==> config.mk <==
export PLATFORM = sky130hd
export DESIGN_NAME = drum_voice_synth_flat
export DESIGN_NICKNAME = d
export VERILOG_FILES = /design/src/design/dvs_pkg.sv /design/src/design/dvs_req_if.sv /design/src/design/dvs_rsp_if.sv /design/src/design/dvs_csr_if.sv /design/src/design/dvs_ctrl.sv /design/src/design/dvs_datapath.sv /design/src/design/drum_voice_synth.sv /design/src/flat_wrapper.sv
export VERILOG_INCLUDE_DIRS = /design/src /design/src/design
export SDC_FILE = /design/constraint.sdc
export NUM_CORES = 1
export LEC_CHECK = 0
export CAP_MARGIN = 40
export CELL_PAD_IN_SITES_DETAIL_PLACEMENT = 0
export CELL_PAD_IN_SITES_GLOBAL_PLACEMENT = 2
export CORE_UTILIZATION = 43
export DETAILED_ROUTE_END_ITERATION = 8
export DONT_BUFFER_PORTS = 1
export GPL_TIMING_DRIVEN = 0
export PLACE_DENSITY = 0.93
export SLEW_MARGIN = 30
export SYNTH_ARGS = -nofsm -noshare
export SYNTH_HDL_FRONTEND = slang
export SYNTH_SLANG_ARGS = --single-unit
==> constraint.sdc <==
create_clock -name clock -period 14.7 [get_ports clock]
set_input_delay 2.94 -clock clock [delete_from_list [all_inputs] [get_ports clock]]
set_output_delay 2.94 -clock clock [all_outputs]
set_load 0.005 [all_outputs]
==> src/design/drum_voice_synth_defines.svh <==
// Assertion macros shared by the drum voice synth RTL.
`ifndef DRUM_VOICE_SYNTH_DEFINES_SVH
`define DRUM_VOICE_SYNTH_DEFINES_SVH
`ifndef ASSERT_OFF
`define DVS_ASSERT(name, clk, rst, prop) \
   name: assert property (@(posedge clk) disable iff (rst) prop) \
      else $error("drum voice synth assertion failed");
`define DVS_ASSERT_NEXT(name, clk, rst, ante, cons) \
   name: assert property (@(posedge clk) disable iff (rst) (ante) |=> (cons)) \
      else $error("drum voice synth assertion failed");
`else
`define DVS_ASSERT(name, clk, rst, prop)
`define DVS_ASSERT_NEXT(name, clk, rst, ante, cons)
`endif
`endif

==> src/design/dvs_pkg.sv <==
// Types and constants shared by the drum voice synth modules.
package dvs_pkg;

   localparam int CSR_IDX_W  = 3;
   localparam int CSR_DATA_W = 16;

   localparam logic [CSR_IDX_W-1:0] CSR_ENV_LEVEL = 3'd0;
   localparam logic [CSR_IDX_W-1:0] CSR_ENV_SLOPE = 3'd1;
   localparam logic [CSR_IDX_W-1:0] CSR_FB_ONE    = 3'd2;
   localparam logic [CSR_IDX_W-1:0] CSR_FB_TWO    = 3'd3;
   localparam logic [CSR_IDX_W-1:0] CSR_FF_ZERO   = 3'd4;
   localparam logic [CSR_IDX_W-1:0] CSR_FF_ONE    = 3'd5;
   localparam logic [CSR_IDX_W-1:0] CSR_FF_TWO    = 3'd6;

   localparam logic [1:0] CODE_KEEP   = 2'd0;
   localparam logic [1:0] CODE_NEGATE = 2'd1;
   localparam logic [1:0] CODE_DOUBLE = 2'd2;
   localparam logic [1:0] CODE_HALVE  = 2'd3;

   // operand selects of the shared multiplier
   localparam int MUL_SEL_W = 3;
   localparam logic [MUL_SEL_W-1:0] TERM_B0   = 3'd0;
   localparam logic [MUL_SEL_W-1:0] TERM_B1   = 3'd1;
   localparam logic [MUL_SEL_W-1:0] TERM_B2   = 3'd2;
   localparam logic [MUL_SEL_W-1:0] TERM_A1   = 3'd3;
   localparam logic [MUL_SEL_W-1:0] TERM_A2   = 3'd4;
   localparam logic [MUL_SEL_W-1:0] TERM_GAIN = 3'd5;

   localparam logic signed [15:0] CLAMP_HI = 16'sd127;
   localparam logic signed [15:0] CLAMP_LO = -16'sd128;
   localparam logic signed [7:0]  Y_HI     = 8'sd127;
   localparam logic signed [7:0]  Y_LO     = -8'sd128;
   localparam logic [7:0]         GAIN_SAT = 8'd255;

   typedef struct packed {
      logic                 load;
      logic                 prep;
      logic                 mul_en;
      logic [MUL_SEL_W-1:0] mul_sel;
      logic                 acc_clr;
      logic                 acc_en;
      logic                 acc_sub;
      logic                 gain;
      logic                 finish;
   } dvs_cmd_type;

endpackage

==> src/design/dvs_req_if.sv <==
// Input sample channel of the drum voice synth.
interface dvs_req_if;
   logic              valid;
   logic              ready;
   logic              restart;
   logic signed [7:0] noise;
   logic              dither_bit;
   logic              bass_valid;
   logic [1:0]        bass_code;

   modport source (output valid, restart, noise, dither_bit, bass_valid, bass_code,
                   input ready);
   modport sink   (input valid, restart, noise, dither_bit, bass_valid, bass_code,
                   output ready);
endinterface

==> src/design/dvs_rsp_if.sv <==
// Result channel of the drum voice synth.
interface dvs_rsp_if;
   logic              valid;
   logic              ready;
   logic signed [8:0] mix_sample;
   logic              bass_on;
   logic              treble_on;

   modport source (output valid, mix_sample, bass_on, treble_on, input ready);
   modport sink   (input valid, mix_sample, bass_on, treble_on, output ready);
endinterface

==> src/design/dvs_csr_if.sv <==
// Register write channel of the drum voice synth.
interface dvs_csr_if;
   logic                            valid;
   logic                            ready;
   logic [dvs_pkg::CSR_IDX_W-1:0]  index;
   logic [dvs_pkg::CSR_DATA_W-1:0] data;

   modport source (output valid, index, data, input ready);
   modport sink   (input valid, index, data, output ready);
endinterface

==> src/design/dvs_ctrl.sv <==
// Sequencer for the drum voice synth: steps one item through the datapath.
`include "drum_voice_synth_defines.svh"

module dvs_ctrl (
   input  logic                 clock,
   input  logic                 reset,
   input  logic                 req_valid,
   output logic                 req_ready,
   input  logic                 rsp_ready,
   output logic                 rsp_valid,
   output dvs_pkg::dvs_cmd_type cmd
);

   localparam logic [2:0] S_IDLE = 3'd0;
   localparam logic [2:0] S_PREP = 3'd1;
   localparam logic [2:0] S_MUL  = 3'd2;
   localparam logic [2:0] S_SUM  = 3'd3;
   localparam logic [2:0] S_GAIN = 3'd4;
   localparam logic [2:0] S_FIN  = 3'd5;

   logic [2:0]                     state_ff, state_in;
   logic [dvs_pkg::MUL_SEL_W-1:0] cnt_ff, cnt_in;
   logic                           out_full_ff, out_full_in;

   always_comb begin
      state_in    = state_ff;
      cnt_in      = cnt_ff;
      out_full_in = out_full_ff && !rsp_ready;
      cmd         = '0;
      unique case (state_ff)
         S_IDLE: begin
            if (req_valid) begin
               cmd.load = 1'b1;
               state_in = S_PREP;
            end
         end
         S_PREP: begin
            cmd.prep    = 1'b1;
            cmd.acc_clr = 1'b1;
            cnt_in      = dvs_pkg::TERM_B0;
            state_in    = S_MUL;
         end
         S_MUL: begin
            // issue one product, fold in the one registered last cycle
            cmd.mul_en  = 1'b1;
            cmd.mul_sel = cnt_ff;
            cmd.acc_en  = (cnt_ff != dvs_pkg::TERM_B0);
            cmd.acc_sub = (cnt_ff == dvs_pkg::TERM_A2);
            cnt_in      = cnt_ff + 3'd1;
            if (cnt_ff == dvs_pkg::TERM_A2) begin
               state_in = S_SUM;
            end
         end
         S_SUM: begin
            cmd.acc_en  = 1'b1;
            cmd.acc_sub = 1'b1;
            state_in    = S_GAIN;
         end
         S_GAIN: begin
            cmd.mul_en  = 1'b1;
            cmd.mul_sel = dvs_pkg::TERM_GAIN;
            cmd.gain    = 1'b1;
            state_in    = S_FIN;
         end
         S_FIN: begin
            // hold until the output register is free
            if (!out_full_ff || rsp_ready) begin
               cmd.finish  = 1'b1;
               out_full_in = 1'b1;
               state_in    = S_IDLE;
            end
         end
         default: begin
            state_in = S_IDLE;
         end
      endcase
   end

   always_ff @(posedge clock) begin
      if (reset) begin
         state_ff    <= S_IDLE;
         cnt_ff      <= '0;
         out_full_ff <= 1'b0;
      end else begin
         state_ff    <= state_in;
         cnt_ff      <= cnt_in;
         out_full_ff <= out_full_in;
      end
   end

   assign req_ready = (state_ff == S_IDLE);
   assign rsp_valid = out_full_ff;

   `DVS_ASSERT(a_finish_slot_free, clock, reset, cmd.finish |-> (!out_full_ff || rsp_ready))
   `DVS_ASSERT_NEXT(a_load_to_prep, clock, reset, cmd.load, state_ff == S_PREP)
   `DVS_ASSERT_NEXT(a_finish_shows, clock, reset, cmd.finish, rsp_valid && state_ff == S_IDLE)
   `DVS_ASSERT(a_cnt_bound, clock, reset, (state_ff == S_MUL) |-> (cnt_ff <= dvs_pkg::TERM_A2))

endmodule

==> src/design/dvs_datapath.sv <==
// Datapath of the drum voice synth: voice state, registers, shared multiplier.
module dvs_datapath #(
   parameter int BLOCK_LOG2 = 4
) (
   input  logic                           clock,
   input  logic                           reset,
   input  dvs_pkg::dvs_cmd_type           cmd,
   input  logic                           req_restart,
   input  logic signed [7:0]              req_noise,
   input  logic                           req_dither_bit,
   input  logic                           req_bass_valid,
   input  logic [1:0]                     req_bass_code,
   input  logic                           csr_we,
   input  logic [dvs_pkg::CSR_IDX_W-1:0]  csr_index,
   input  logic [dvs_pkg::CSR_DATA_W-1:0] csr_data,
   output logic signed [8:0]              rsp_mix_sample,
   output logic                           rsp_bass_on,
   output logic                           rsp_treble_on
);

   // configuration
   logic [15:0]        env_start_level_ff, env_start_slope_ff;
   logic signed [15:0] fb_coef_one_ff, fb_coef_two_ff;
   logic signed [7:0]  ff_coef_zero_ff, ff_coef_one_ff, ff_coef_two_ff;

   // item held while it is worked on
   logic              restart_ff, dither_ff, bass_valid_ff;
   logic signed [7:0] noise_ff;
   logic [1:0]        bass_code_ff;

   // voice state
   logic [7:0]            recon_last_ff, recon_last_in;
   logic [7:0]            recon_prev_ff, recon_prev_in;
   logic [7:0]            delta_mod_ff, delta_mod_in;
   logic [7:0]            bass_now_ff, bass_now_in;
   logic [7:0]            bass_before_ff, bass_before_in;
   logic [15:0]           ramp_acc_ff, ramp_acc_in;
   logic [BLOCK_LOG2-1:0] sample_pos_ff, sample_pos_in;
   logic                  bass_active_ff, bass_active_in;
   logic signed [7:0]     filt_in_hist_ff [2];
   logic signed [7:0]     filt_in_hist_in [2];
   logic signed [7:0]     filt_out_hist_ff [2];
   logic signed [7:0]     filt_out_hist_in [2];
   logic [31:0]           env_level_ff, env_level_in;
   logic [31:0]           env_half_ff, env_half_in;
   logic [31:0]           env_slope_ff, env_slope_in;
   logic [7:0]            treble_gain_ff, treble_gain_in;

   // arithmetic
   logic signed [15:0] mul_a;
   logic signed [8:0]  mul_b;
   logic signed [24:0] mul_p;
   logic signed [24:0] prod_ff;
   logic signed [15:0] acc_ff, acc_in;
   logic [15:0]        term;
   logic signed [7:0]  y_clamp;
   logic               treble_now;
   logic signed [16:0] ramp_ext, ramp_sh, ramp_sum, bass_v;
   logic [15:0]        mix_sum;

   always_ff @(posedge clock) begin
      if (reset) begin
         env_start_level_ff <= '0;
         env_start_slope_ff <= '0;
         fb_coef_one_ff     <= '0;
         fb_coef_two_ff     <= '0;
         ff_coef_zero_ff    <= '0;
         ff_coef_one_ff     <= '0;
         ff_coef_two_ff     <= '0;
      end else if (csr_we) begin
         unique case (csr_index)
            dvs_pkg::CSR_ENV_LEVEL: env_start_level_ff <= csr_data;
            dvs_pkg::CSR_ENV_SLOPE: env_start_slope_ff <= csr_data;
            dvs_pkg::CSR_FB_ONE:    fb_coef_one_ff     <= csr_data;
            dvs_pkg::CSR_FB_TWO:    fb_coef_two_ff     <= csr_data;
            dvs_pkg::CSR_FF_ZERO:   ff_coef_zero_ff    <= csr_data[7:0];
            dvs_pkg::CSR_FF_ONE:    ff_coef_one_ff     <= csr_data[7:0];
            dvs_pkg::CSR_FF_TWO:    ff_coef_two_ff     <= csr_data[7:0];
            default: ;
         endcase
      end
   end

   // shared 16x9 multiplier
   always_comb begin
      mul_a = '0;
      mul_b = '0;
      case (cmd.mul_sel)
         dvs_pkg::TERM_B0: begin
            mul_a = {{8{ff_coef_zero_ff[7]}}, ff_coef_zero_ff};
            mul_b = {noise_ff[7], noise_ff};
         end
         dvs_pkg::TERM_B1: begin
            mul_a = {{8{ff_coef_one_ff[7]}}, ff_coef_one_ff};
            mul_b = {filt_in_hist_ff[0][7], filt_in_hist_ff[0]};
         end
         dvs_pkg::TERM_B2: begin
            mul_a = {{8{ff_coef_two_ff[7]}}, ff_coef_two_ff};
            mul_b = {filt_in_hist_ff[1][7], filt_in_hist_ff[1]};
         end
         dvs_pkg::TERM_A1: begin
            mul_a = fb_coef_one_ff;
            mul_b = {filt_out_hist_ff[0][7], filt_out_hist_ff[0]};
         end
         dvs_pkg::TERM_A2: begin
            mul_a = fb_coef_two_ff;
            mul_b = {filt_out_hist_ff[1][7], filt_out_hist_ff[1]};
         end
         dvs_pkg::TERM_GAIN: begin
            mul_a = {{8{y_clamp[7]}}, y_clamp};
            mul_b = {1'b0, treble_gain_ff};
         end
         default: ;
      endcase
   end

   assign mul_p = mul_a * mul_b;

   // product shifted right by 8, wrapped to 16 bits
   assign term = prod_ff[23:8];

   always_comb begin
      acc_in = acc_ff;
      if (cmd.acc_clr) begin
         acc_in = '0;
      end else if (cmd.acc_en) begin
         acc_in = cmd.acc_sub ? acc_ff - term : acc_ff + term;
      end
   end

   always_comb begin
      if (acc_ff > dvs_pkg::CLAMP_HI) begin
         y_clamp = dvs_pkg::Y_HI;
      end else if (acc_ff < dvs_pkg::CLAMP_LO) begin
         y_clamp = dvs_pkg::Y_LO;
      end else begin
         y_clamp = acc_ff[7:0];
      end
   end

   assign treble_now = (env_level_ff != '0);

   // bass interpolation sample
   assign ramp_ext = {ramp_acc_ff[15], ramp_acc_ff};
   assign ramp_sh  = ramp_ext >>> (BLOCK_LOG2 - 1);
   assign ramp_sum = ramp_sh + $signed({16'd0, dither_ff});
   assign bass_v   = ramp_sum >>> 1;

   always_comb begin
      mix_sum = (bass_active_ff ? bass_v[15:0] : 16'd0)
              + (treble_now ? {{7{prod_ff[16]}}, prod_ff[16:8]} : 16'd0);
   end

   always_comb begin : next_voice
      logic [7:0]  mod_new;
      logic [7:0]  recon;
      logic [15:0] level_hi;
      logic [8:0]  step;
      logic [31:0] slope_n;
      logic [31:0] half_b;

      recon_last_in       = recon_last_ff;
      recon_prev_in       = recon_prev_ff;
      delta_mod_in        = delta_mod_ff;
      bass_now_in         = bass_now_ff;
      bass_before_in      = bass_before_ff;
      ramp_acc_in         = ramp_acc_ff;
      sample_pos_in       = sample_pos_ff;
      bass_active_in      = bass_active_ff;
      filt_in_hist_in[0]  = filt_in_hist_ff[0];
      filt_in_hist_in[1]  = filt_in_hist_ff[1];
      filt_out_hist_in[0] = filt_out_hist_ff[0];
      filt_out_hist_in[1] = filt_out_hist_ff[1];
      env_level_in        = env_level_ff;
      env_half_in         = env_half_ff;
      env_slope_in        = env_slope_ff;
      treble_gain_in      = treble_gain_ff;
      mod_new             = delta_mod_ff;
      recon               = '0;
      level_hi            = '0;
      step                = '0;
      slope_n             = env_slope_ff;
      half_b              = env_half_ff;

      if (cmd.prep) begin
         if (restart_ff) begin
            recon_last_in       = '0;
            recon_prev_in       = '0;
            delta_mod_in        = '0;
            bass_now_in         = '0;
            bass_before_in      = '0;
            ramp_acc_in         = '0;
            sample_pos_in       = '0;
            filt_in_hist_in[0]  = '0;
            filt_in_hist_in[1]  = '0;
            filt_out_hist_in[0] = '0;
            filt_out_hist_in[1] = '0;
            treble_gain_in      = '0;
            env_level_in        = {env_start_level_ff, 16'd0};
            env_half_in         = {1'b0, env_start_level_ff, 15'd0};
            env_slope_in        = {15'd0, env_start_slope_ff, 1'b0};
            bass_active_in      = 1'b1;
         end
         if (sample_pos_in == '0) begin
            if (bass_active_in && bass_valid_ff) begin
               unique case (bass_code_ff)
                  dvs_pkg::CODE_KEEP:   mod_new = delta_mod_in;
                  dvs_pkg::CODE_NEGATE: mod_new = 8'd0 - delta_mod_in;
                  dvs_pkg::CODE_DOUBLE:
                     mod_new = (delta_mod_in == '0) ? 8'd1 : {delta_mod_in[6:0], 1'b0};
                  dvs_pkg::CODE_HALVE:
                     mod_new = (delta_mod_in == '0) ? 8'hFF
                                                    : {delta_mod_in[7], delta_mod_in[7:1]};
                  default: mod_new = delta_mod_in;
               endcase
               // second-order predictor, wraps at 8 bits
               recon          = {recon_last_in[6:0], 1'b0} - recon_prev_in + mod_new;
               delta_mod_in   = mod_new;
               recon_prev_in  = recon_last_in;
               recon_last_in  = recon;
               bass_before_in = bass_now_in;
               bass_now_in    = recon;
               ramp_acc_in    = {{8{bass_before_in[7]}}, bass_before_in} << BLOCK_LOG2;
            end else begin
               bass_active_in = 1'b0;
            end
            if (env_level_in != '0) begin
               level_hi       = env_level_in[31:16];
               treble_gain_in = (level_hi[15:8] != '0) ? dvs_pkg::GAIN_SAT : level_hi[7:0];
            end
         end
      end

      if (cmd.gain && treble_now) begin
         filt_in_hist_in[1]  = filt_in_hist_ff[0];
         filt_in_hist_in[0]  = noise_ff;
         filt_out_hist_in[1] = filt_out_hist_ff[0];
         filt_out_hist_in[0] = y_clamp;
      end

      if (cmd.finish) begin
         if (bass_active_ff) begin
            step        = {bass_now_ff[7], bass_now_ff} - {bass_before_ff[7], bass_before_ff};
            ramp_acc_in = ramp_acc_ff + {{7{step[8]}}, step};
         end
         if (treble_now && (&sample_pos_ff)) begin
            // slope halves once the half-level mark is passed
            if (env_half_ff < env_slope_ff) begin
               half_b  = {1'b0, env_level_ff[31:1]};
               slope_n = {1'b0, env_slope_ff[31:1]};
            end
            env_slope_in = slope_n;
            env_level_in = env_level_ff - slope_n;
            env_half_in  = half_b - slope_n;
         end
         sample_pos_in = sample_pos_ff + 1'b1;
      end
   end

   always_ff @(posedge clock) begin
      if (reset) begin
         recon_last_ff       <= '0;
         recon_prev_ff       <= '0;
         delta_mod_ff        <= '0;
         bass_now_ff         <= '0;
         bass_before_ff      <= '0;
         ramp_acc_ff         <= '0;
         sample_pos_ff       <= '0;
         bass_active_ff      <= 1'b0;
         filt_in_hist_ff[0]  <= '0;
         filt_in_hist_ff[1]  <= '0;
         filt_out_hist_ff[0] <= '0;
         filt_out_hist_ff[1] <= '0;
         env_level_ff        <= '0;
         env_half_ff         <= '0;
         env_slope_ff        <= '0;
         treble_gain_ff      <= '0;
      end else begin
         recon_last_ff       <= recon_last_in;
         recon_prev_ff       <= recon_prev_in;
         delta_mod_ff        <= delta_mod_in;
         bass_now_ff         <= bass_now_in;
         bass_before_ff      <= bass_before_in;
         ramp_acc_ff         <= ramp_acc_in;
         sample_pos_ff       <= sample_pos_in;
         bass_active_ff      <= bass_active_in;
         filt_in_hist_ff[0]  <= filt_in_hist_in[0];
         filt_in_hist_ff[1]  <= filt_in_hist_in[1];
         filt_out_hist_ff[0] <= filt_out_hist_in[0];
         filt_out_hist_ff[1] <= filt_out_hist_in[1];
         env_level_ff        <= env_level_in;
         env_half_ff         <= env_half_in;
         env_slope_ff        <= env_slope_in;
         treble_gain_ff      <= treble_gain_in;
      end
   end

   always_ff @(posedge clock) begin
      if (cmd.load) begin
         restart_ff    <= req_restart;
         noise_ff      <= req_noise;
         dither_ff     <= req_dither_bit;
         bass_valid_ff <= req_bass_valid;
         bass_code_ff  <= req_bass_code;
      end
      if (cmd.mul_en) begin
         prod_ff <= mul_p;
      end
      acc_ff <= acc_in;
      if (cmd.finish) begin
         rsp_mix_sample <= mix_sum[8:0];
         rsp_bass_on    <= bass_active_ff;
         rsp_treble_on  <= treble_now;
      end
   end

endmodule

==> src/design/drum_voice_synth.sv <==
// Top level of the drum voice synth: sequencer plus datapath.
//
//   channel   port     direction   carries
//   input     req_ch   in          restart, noise, dither_bit, bass_valid, bass_code
//   result    rsp_ch   out         mix_sample, bass_on, treble_on
//   register  csr_ch   in          index, data (always ready)
//
// One item is worked on at a time and the next is accepted only when idle: the single
// 16x9 multiplier runs six products in turn (five filter taps and the gain).
// A finished result waits in the output register; the next item is worked on
// meanwhile and holds in its last step only while that register is still full.
// Reset clears the voice state and the configuration registers to zero; no clearing pass.
module drum_voice_synth #(
   parameter int BLOCK_LOG2 = 4
) (
   input  logic       clock,
   input  logic       reset,
   dvs_req_if.sink    req_ch,
   dvs_rsp_if.source  rsp_ch,
   dvs_csr_if.sink    csr_ch
);

   dvs_pkg::dvs_cmd_type cmd;

   assign csr_ch.ready = 1'b1;

   dvs_ctrl u_ctrl (
      .clock     (clock),
      .reset     (reset),
      .req_valid (req_ch.valid),
      .req_ready (req_ch.ready),
      .rsp_ready (rsp_ch.ready),
      .rsp_valid (rsp_ch.valid),
      .cmd       (cmd)
   );

   dvs_datapath #(
      .BLOCK_LOG2 (BLOCK_LOG2)
   ) u_datapath (
      .clock          (clock),
      .reset          (reset),
      .cmd            (cmd),
      .req_restart    (req_ch.restart),
      .req_noise      (req_ch.noise),
      .req_dither_bit (req_ch.dither_bit),
      .req_bass_valid (req_ch.bass_valid),
      .req_bass_code  (req_ch.bass_code),
      .csr_we         (csr_ch.valid),
      .csr_index      (csr_ch.index),
      .csr_data       (csr_ch.data),
      .rsp_mix_sample (rsp_ch.mix_sample),
      .rsp_bass_on    (rsp_ch.bass_on),
      .rsp_treble_on  (rsp_ch.treble_on)
   );

endmodule
==> src/flat_wrapper.sv <==
// flat-port wrapper written by rule: the top's interface ports become plain ports
module drum_voice_synth_flat 
#(
   parameter int BLOCK_LOG2 = 4
)
  (clock, reset, req_ch_valid, req_ch_restart, req_ch_noise, req_ch_dither_bit, req_ch_bass_valid, req_ch_bass_code, req_ch_ready, rsp_ch_valid, rsp_ch_mix_sample, rsp_ch_bass_on, rsp_ch_treble_on, rsp_ch_ready, csr_ch_valid, csr_ch_index, csr_ch_data, csr_ch_ready);
  dvs_req_if req_ch_i ();
  dvs_rsp_if rsp_ch_i ();
  dvs_csr_if csr_ch_i ();
  input  logic clock;
  input  logic reset;
  input wire logic [$bits(req_ch_i.valid)-1:0] req_ch_valid;
  input wire logic [$bits(req_ch_i.restart)-1:0] req_ch_restart;
  input wire logic [$bits(req_ch_i.noise)-1:0] req_ch_noise;
  input wire logic [$bits(req_ch_i.dither_bit)-1:0] req_ch_dither_bit;
  input wire logic [$bits(req_ch_i.bass_valid)-1:0] req_ch_bass_valid;
  input wire logic [$bits(req_ch_i.bass_code)-1:0] req_ch_bass_code;
  output wire logic [$bits(req_ch_i.ready)-1:0] req_ch_ready;
  output wire logic [$bits(rsp_ch_i.valid)-1:0] rsp_ch_valid;
  output wire logic [$bits(rsp_ch_i.mix_sample)-1:0] rsp_ch_mix_sample;
  output wire logic [$bits(rsp_ch_i.bass_on)-1:0] rsp_ch_bass_on;
  output wire logic [$bits(rsp_ch_i.treble_on)-1:0] rsp_ch_treble_on;
  input wire logic [$bits(rsp_ch_i.ready)-1:0] rsp_ch_ready;
  input wire logic [$bits(csr_ch_i.valid)-1:0] csr_ch_valid;
  input wire logic [$bits(csr_ch_i.index)-1:0] csr_ch_index;
  input wire logic [$bits(csr_ch_i.data)-1:0] csr_ch_data;
  output wire logic [$bits(csr_ch_i.ready)-1:0] csr_ch_ready;
  assign req_ch_i.valid = req_ch_valid;
  assign req_ch_i.restart = req_ch_restart;
  assign req_ch_i.noise = req_ch_noise;
  assign req_ch_i.dither_bit = req_ch_dither_bit;
  assign req_ch_i.bass_valid = req_ch_bass_valid;
  assign req_ch_i.bass_code = req_ch_bass_code;
  assign req_ch_ready = req_ch_i.ready;
  assign rsp_ch_valid = rsp_ch_i.valid;
  assign rsp_ch_mix_sample = rsp_ch_i.mix_sample;
  assign rsp_ch_bass_on = rsp_ch_i.bass_on;
  assign rsp_ch_treble_on = rsp_ch_i.treble_on;
  assign rsp_ch_i.ready = rsp_ch_ready;
  assign csr_ch_i.valid = csr_ch_valid;
  assign csr_ch_i.index = csr_ch_index;
  assign csr_ch_i.data = csr_ch_data;
  assign csr_ch_ready = csr_ch_i.ready;
  drum_voice_synth #(.BLOCK_LOG2(BLOCK_LOG2)) u_core (.clock(clock), .reset(reset), .req_ch(req_ch_i), .rsp_ch(rsp_ch_i), .csr_ch(csr_ch_i));
endmodule
==> run_results.csv, run 1 <==
group,metric,value,unit
clock_tree,cts_setup_buffers,0,
sta,min_period_over_period,60.4,%
routing,routedWlPerCell,21.1,um
synth,async_reset_ff_share,0,%
clock_tree,ctsResizeCount,0,
placement,port_buffers,0,
die,fp-row-count,90,
worst_setup_path,crit_path_start_kind,"flop",
layout,post_route_cells_drive_above_1_share,4.75,%
synth,yosys_warnings,0,
sta,final-max-slew-violation-count,0,
routing,via_per_inst,5.88,
synth,syn_avg_cell_area,8.07,um^2
worst_setup_path,critPathMaxFanout,10,
clock_tree,numCtsBuffers,41,
sta,slew_headroom,35.0,%
routing,drcViolationCount,0,
worst_setup_path,cp.arrival,9.19,ns
routing,first_pass_iters,5,
clock_tree,path_clk_slew,0.06,ns
flow_run,cap_violations,0,
clock_tree,cts_max_path_buffers,3,
layout,final_cell_mix,"480 x nand2_1, 343 x a21oi_1, 305 x dfxtp_1",
routing,drt_iter0_markers,2036,
placement,place_congestion,0.960,
worst_setup_path,cpMostUsedCell,"fa_1",
global_route,antenna_found_initial,2,
synth,syn-num-nets,3612,
die,boundaryPins,51,
sta,setup-tns-final,0,ns
layout,nFillCells,5968,
synth,synth.yosys.seq_area_share,27.8,%
routing,vias,24300,
die,die-area,0.0620,mm^2
layout,final_common_cell,"nand2_1",
synth,synth_top_area_share,23.3,%
die,start_util,43.5,%
clock_tree,cts_root_buf,"clkbuf_16",
sta,fin_skew,0.0164,ns
layout,num-nets-final,3674,
worst_setup_path,r2r_setup_slack,5.82,ns
sta,worstMarginPinSlew,0.974,ns
worst_setup_path,path_class,"reg2reg",
hold_path,hold_path_class,"reg2reg",
layout,largest_registers,"u_core.u_datapath.env_half_ff (32), u_core.u_datapath.env_level_ff (32), u_core.u_datapath.env_slope_ff (32)",
sta,rsz0062_at_grt,"no",
synth,syn_inst,3254,
global_route,grt_pass1_wl,135000,um
clock_tree,clock-sinks,345,
clock_tree,hold_buffers,0,
worst_setup_path,max_stage_delay,0.58,ns
worst_setup_path,critPathRequiredTime,15.01,ns
power,power,2.78,mW
worst_setup_path,slowest_stage,"or4b_1",
synth,synthFlopType,"dfxtp_1",
layout,area_growth,9.79,%
synth,syn_area,0.0262,mm^2
routing,wl,87000,um
synth,synth_edf_count,40,
power,ir_drop,0.0000730,V
synth,yosysTopAreaCell,"dfxtp_1",
sta,max_freq,113,MHz
synth,synth.area.top_cells,"dfxtp_1 23%, fa_1 9.8%, ha_1 9.2%, nand2_1 6.9%, a21oi_1 6.6%",
power,leakagePower,11.3,nW
synth,synth_seq_cells,345,
die,fp.dieW,249,um
placement,dpl.hpwl,68500,um
clock_tree,htree_levels,2,
sta,setup_viol,0,
routing,ant_nets,0,
global_route,grt_pass1_vias,23400,
die,die_h,249,um
die,coreArea,0.0604,mm^2
sta,whs,0.453,ns
power,p_per_area,96.6,mW/mm^2
global_route,grt_remaining_overflow,0,
worst_setup_path,crit_path_end_kind,"flop",
clock_tree,clk_latency,0.58,ns
clock_tree,cts_tree,"yes",
run_status,status,"finished, final reports clean",
sta,final.min_clock_period,8.88,ns
synth,ys_types,87,
global_route,grt_max_degree,21,
sta,timing_hold_violations_final,0,
global_route,grt.total_usage,27.8,%
## stage by stage
| step | instance area (um^2) | utilization, % | instances | setup slack (ns) |
|---|---|---|---|---|
| after floorplan | 26200 | - | 3254 | 7.81 |
| after global placement | 27200 | 45.1 | 4036 | 5.83 |
| after detailed placement | 27300 | 45.3 | 4045 | 5.99 |
| final | 28800 | 47.7 | 4130 | 5.82 |
| after CTS | 28700 | 47.6 | 4119 | 5.96 |
| after global routing | 28800 | 47.7 | 4129 | 5.34 |
## final timing paths
check | cells after the start | to | startpoint
setup reg to reg | 26 | u_core.u_datapath.prod_ff[22] | u_core.u_ctrl.state_ff[2]
hold / removal | 2 | u_core.u_datapath.env_start_slope_ff[5] | u_core.u_datapath.env_start_slope_ff[5]
hold reg to reg | 2 | u_core.u_datapath.env_start_slope_ff[5] | u_core.u_datapath.env_start_slope_ff[5]
setup / recovery | 26 | u_core.u_datapath.prod_ff[22] | u_core.u_ctrl.state_ff[2]
## cell type report
cell class / instances / area, um^2 / share of cell area (%)
diodes: 1 / 2.50 / 0.00868
plain buffers: 173 / 671 / 2.33
clock buffers: 57 / 1200 / 4.16
clock inverters: 17 / 171 / 0.595
flip-flops and latches: 345 / 7310 / 25.4
multi-input cells: 2526 / 17500 / 60.8
inverters: 210 / 788 / 2.74
repair buffers: 19 / 190 / 0.660
well taps: 782 / 978 / 3.40
## report_power, final
group	switching (mW)	leakage, nW	total, mW	internal, mW
sequential	0.0351	2.84	1.03	0.996
combinational	0.444	7.81	0.694	0.250
clock	0.435	0.675	1.06	0.622
## routing by layer
metal	up-vias	global-route usage (%)	part of all wire, %
met5	-	0	0
met4	0	6.47	2.0
met3	106	3.41	6.8
met2	786	44.3	45
met1	11800	39.9	47
li1	11600	-	-
## cells in the mapped netlist, types with 72 or more instances
master,instances
nand2_1,480
a21oi_1,344
dfxtp_1,305
nor2_1,249
inv_1,209
ha_1,193
clkbuf_1,144
fa_1,128
o21ai_0,118
nand3_1,108
nor3_1,97
xnor2_1,73
a211oi_1,72
## critical path: cells and delay by family (launching register included)
family / cells / cell delay [ns]
buffers and inverters: 7 / 1.90
DFF: 1 / 0.33
and+or+nand+nor: 6 / 1.77
AOI/OAI and AO/OA: 6 / 1.67
xor gates and xnor gates: 1 / 0.42
adders and majority gates: 6 / 2.53
## cell families after synthesis
group	share of synthesized area [%]
AO/OA/AOI/OAI	21.1
AND/OR/NAND/NOR	20.2
flip-flops	27.8
adder cells (fa/ha/maj)	19.0
other	0.0143
multiplexers	2.14
XOR/XNOR	4.22
buffers and inverters	5.55
Power figures use the tool's default switching activity.
==> inputs of run 2 (changes only) <==
- CORE_UTILIZATION: 43 -> 40
- PLACE_DENSITY: 0.93 -> 0.88
- clock period: 14.7 -> 8.85 ns (I/O delays scaled with it)
==> run 2 against run 1 <==
  * Die area up 7.4%
  * Cell area is 0.40% higher
  * Maximum frequency rose by 6.0%
  * Clock skew is 0.016 ns higher
==> run_results.csv, run 2 (synthesized netlist as in run 1, its figures left out) <==
group,metric,value,unit
run_status,status,"finished, final reports clean",
power,p_switching,1.52,mW
worst_setup_path,crit_buf_inv,7,
layout,num-nets-final,3673,
power,p_seq_share,36.6,%
layout,largest_registers,"u_core.u_datapath.env_half_ff (32), u_core.u_datapath.env_level_ff (32), u_core.u_datapath.env_slope_ff (32)",
layout,diodes,0,
power,power.internal,3.16,mW
global_route,antenna_found_initial,4,
layout,final_cell_mix,"480 x nand2_1, 343 x a21oi_1, 305 x dfxtp_1",
die,coreArea,0.0647,mm^2
placement,place_area,0.0275,mm^2
worst_setup_path,critPathRequiredTime,9.14,ns
die,die-area,0.0666,mm^2
die,start_util,40.6,%
routing,wl,88100,um
global_route,grt_remaining_overflow,0,
worst_setup_path,path_depth,26,
layout,finalInstanceArea,0.0289,mm^2
clock_tree,cts_max_path_buffers,3,
routing,routedWlPerCell,21.0,um
routing,drt_iter0_markers,1936,
worst_setup_path,rr_worst_depth,26,
global_route,grt_pass1_vias,23200,
routing,via_per_inst,5.77,
placement,place_ws,0.227,ns
sta,final-max-slew-violation-count,0,
worst_setup_path,cp_top_family,"adder cells",
global_route,grt_max_degree,21,
sta,final.min_clock_period,8.38,ns
flow_run,cap_violations,0,
sta,worst_slack,0.472,ns
clock_tree,cts_setup_buffers,0,
routing,first_pass_iters,6,
sta,fin_skew,0.0323,ns
worst_setup_path,path_class,"reg2reg",
hold_path,holdPathStages,2,
routing,vias,24200,
placement,place_congestion,0.952,
sta,timing_hold_violations_final,0,
clock_tree,hold_buffers,0,
placement,placedCellCount,4121,
clock_tree,path_clk_slew,0.06,ns
sta,max_freq,119,MHz
power,leakagePower,11.3,nW
layout,nFillCells,6549,
worst_setup_path,crit_path_end_kind,"flop",
clock_tree,numCtsBuffers,42,
sta,rsz0062_at_grt,"no",
die,boundaryPins,51,
sta,worstMarginPinSlew,0.945,ns
placement,port_buffers,0,
routing,ant_nets,0,
layout,post_route_cells_drive_above_1_share,4.73,%
sta,slew_headroom,37.0,%
sta,setup_viol,0,
clock_tree,ctsResizeCount,0,
worst_setup_path,cp.arrival,8.67,ns
power,comb_power_share,24.5,%
hold_path,hold_path_class,"reg2reg",
worst_setup_path,max_stage_delay,0.58,ns
die,fp.dieW,258,um
layout,final_common_cell,"nand2_1",
sta,setup-tns-final,0,ns
clock_tree,htree_levels,2,
power,ir_drop,0.000165,V
clock_tree,clk_latency,0.59,ns
worst_setup_path,cpMostUsedCell,"fa_1",
global_route,grt_pass1_wl,136000,um
layout,area_growth,10.2,%
clock_tree,clock-sinks,345,
power,p_sw_share,32.5,%
sta,whs,0.455,ns
placement,dpl.hpwl,69400,um
clock_tree,cts_root_buf,"clkbuf_16",
die,fp-row-count,93,
worst_setup_path,critPathMaxFanout,10,
layout,fin_cells,4197,
global_route,grt.total_usage,26.3,%
die,die_h,258,um
power,pwr-share-clk,38.9,%
routing,drcViolationCount,0,
worst_setup_path,slowest_stage,"or4b_1",
power,p_per_area,162,mW/mm^2
clock_tree,cts_tree,"yes",
sta,min_period_over_period,94.7,%
worst_setup_path,crit_path_start_kind,"flop",
run 2: changes by cell type in the layout (fill, tap and decap cells not counted), moves of 2 or more:
| cell | before | now |
|---|---|---|
| clkbuf_2 | 1 | 3 |
| clkinvlp_4 | 2 | 0 |
| buf_6 | 13 | 8 |
| bufinv_16 | 3 | 5 |
| clkbuf_8 | 8 | 6 |
| buf_4 | 4 | 7 |
| clkinv_2 | 7 | 5 |
| buf_2 | 7 | 5 |
run 2: worst register-to-register path: stages, from the launching register on:
cell and delay [ns]:
dfxtp_1 0.34, buf_6 0.15, or4b_1 0.58, nor2_1 0.33, clkbuf_2 0.39, clkbuf_2 0.32
a221oi_1 0.11, nand2_1 0.29, clkbuf_1 0.48, nand2_1 0.14, fa_1 0.50, inv_1 0.05
fa_1 0.52, inv_1 0.06, fa_1 0.52, inv_1 0.05, fa_1 0.43, ha_1 0.29
ha_1 0.30, nand2_1 0.05, nor4_1 0.31, o211ai_1 0.19, o311ai_2 0.41, o31a_1 0.31
o31a_1 0.32, nor2_1 0.14, o311ai_1 0.52
run 2: final timing paths:
| path | start | to | slack, ns |
|---|---|---|---|
| worst min register to register | u_core.u_datapath.ff_coef_one_ff[2] | u_core.u_datapath.ff_coef_one_ff[2] | 0.45 |
| worst max register to register | u_core.u_ctrl.state_ff[2] | u_core.u_datapath.prod_ff[17] | 0.47 |
| worst min-delay path | u_core.u_datapath.ff_coef_one_ff[2] | u_core.u_datapath.ff_coef_one_ff[2] | 0.45 |
| worst max-delay path | u_core.u_ctrl.state_ff[2] | u_core.u_datapath.prod_ff[17] | 0.47 |
run 2: power by group through the flow:
| stage | Sequential (mW) | Combinational [mW] | Clock, mW |
|---|---|---|---|
| final | 1.71 | 1.15 | 1.82 |
| after global routing | 1.72 | 1.27 | 1.92 |
| after detailed placement | 1.75 | 1.12 | 0 |
| after global placement | 1.74 | 1.10 | 0 |
| after floorplan | 1.72 | 0.799 | 0 |
| after CTS | 1.71 | 1.14 | 1.85 |
run 2: layout make-up:
type                    count  area (um^2)  area share (%)
clock buffers              57         1200            4.15
plain buffers             173          673            2.33
well taps                 855         1070            3.70
repair buffers             17          171           0.593
clock inverters            14          205           0.709
multi-input cells        2526        17500            60.5
inverters                 210          788            2.72
flip-flops and latches    345         7310            25.3
run 2: through the flow:
stage	power, mW	utilization [%]
3_3_place_gp	2.85	42.2
4_1_cts	4.70	44.6
2_1_floorplan	2.52	-
5_1_grt	4.91	44.7
3_5_place_dp	2.87	42.5
6_report	4.68	44.7
run 2: layer usage:
layer / GRT usage (%) / wire length [um] / part of all wire, % / vias up
met3: 3.88 / 5390 / 6.1 / 114
met1: 37.4 / 41700 / 47 / 11800
met5: 0 / 11 / 0.012 / -
met4: 6.49 / 1990 / 2.3 / 2
li1: - / - / - / 11600
met2: 41.5 / 39100 / 44 / 693
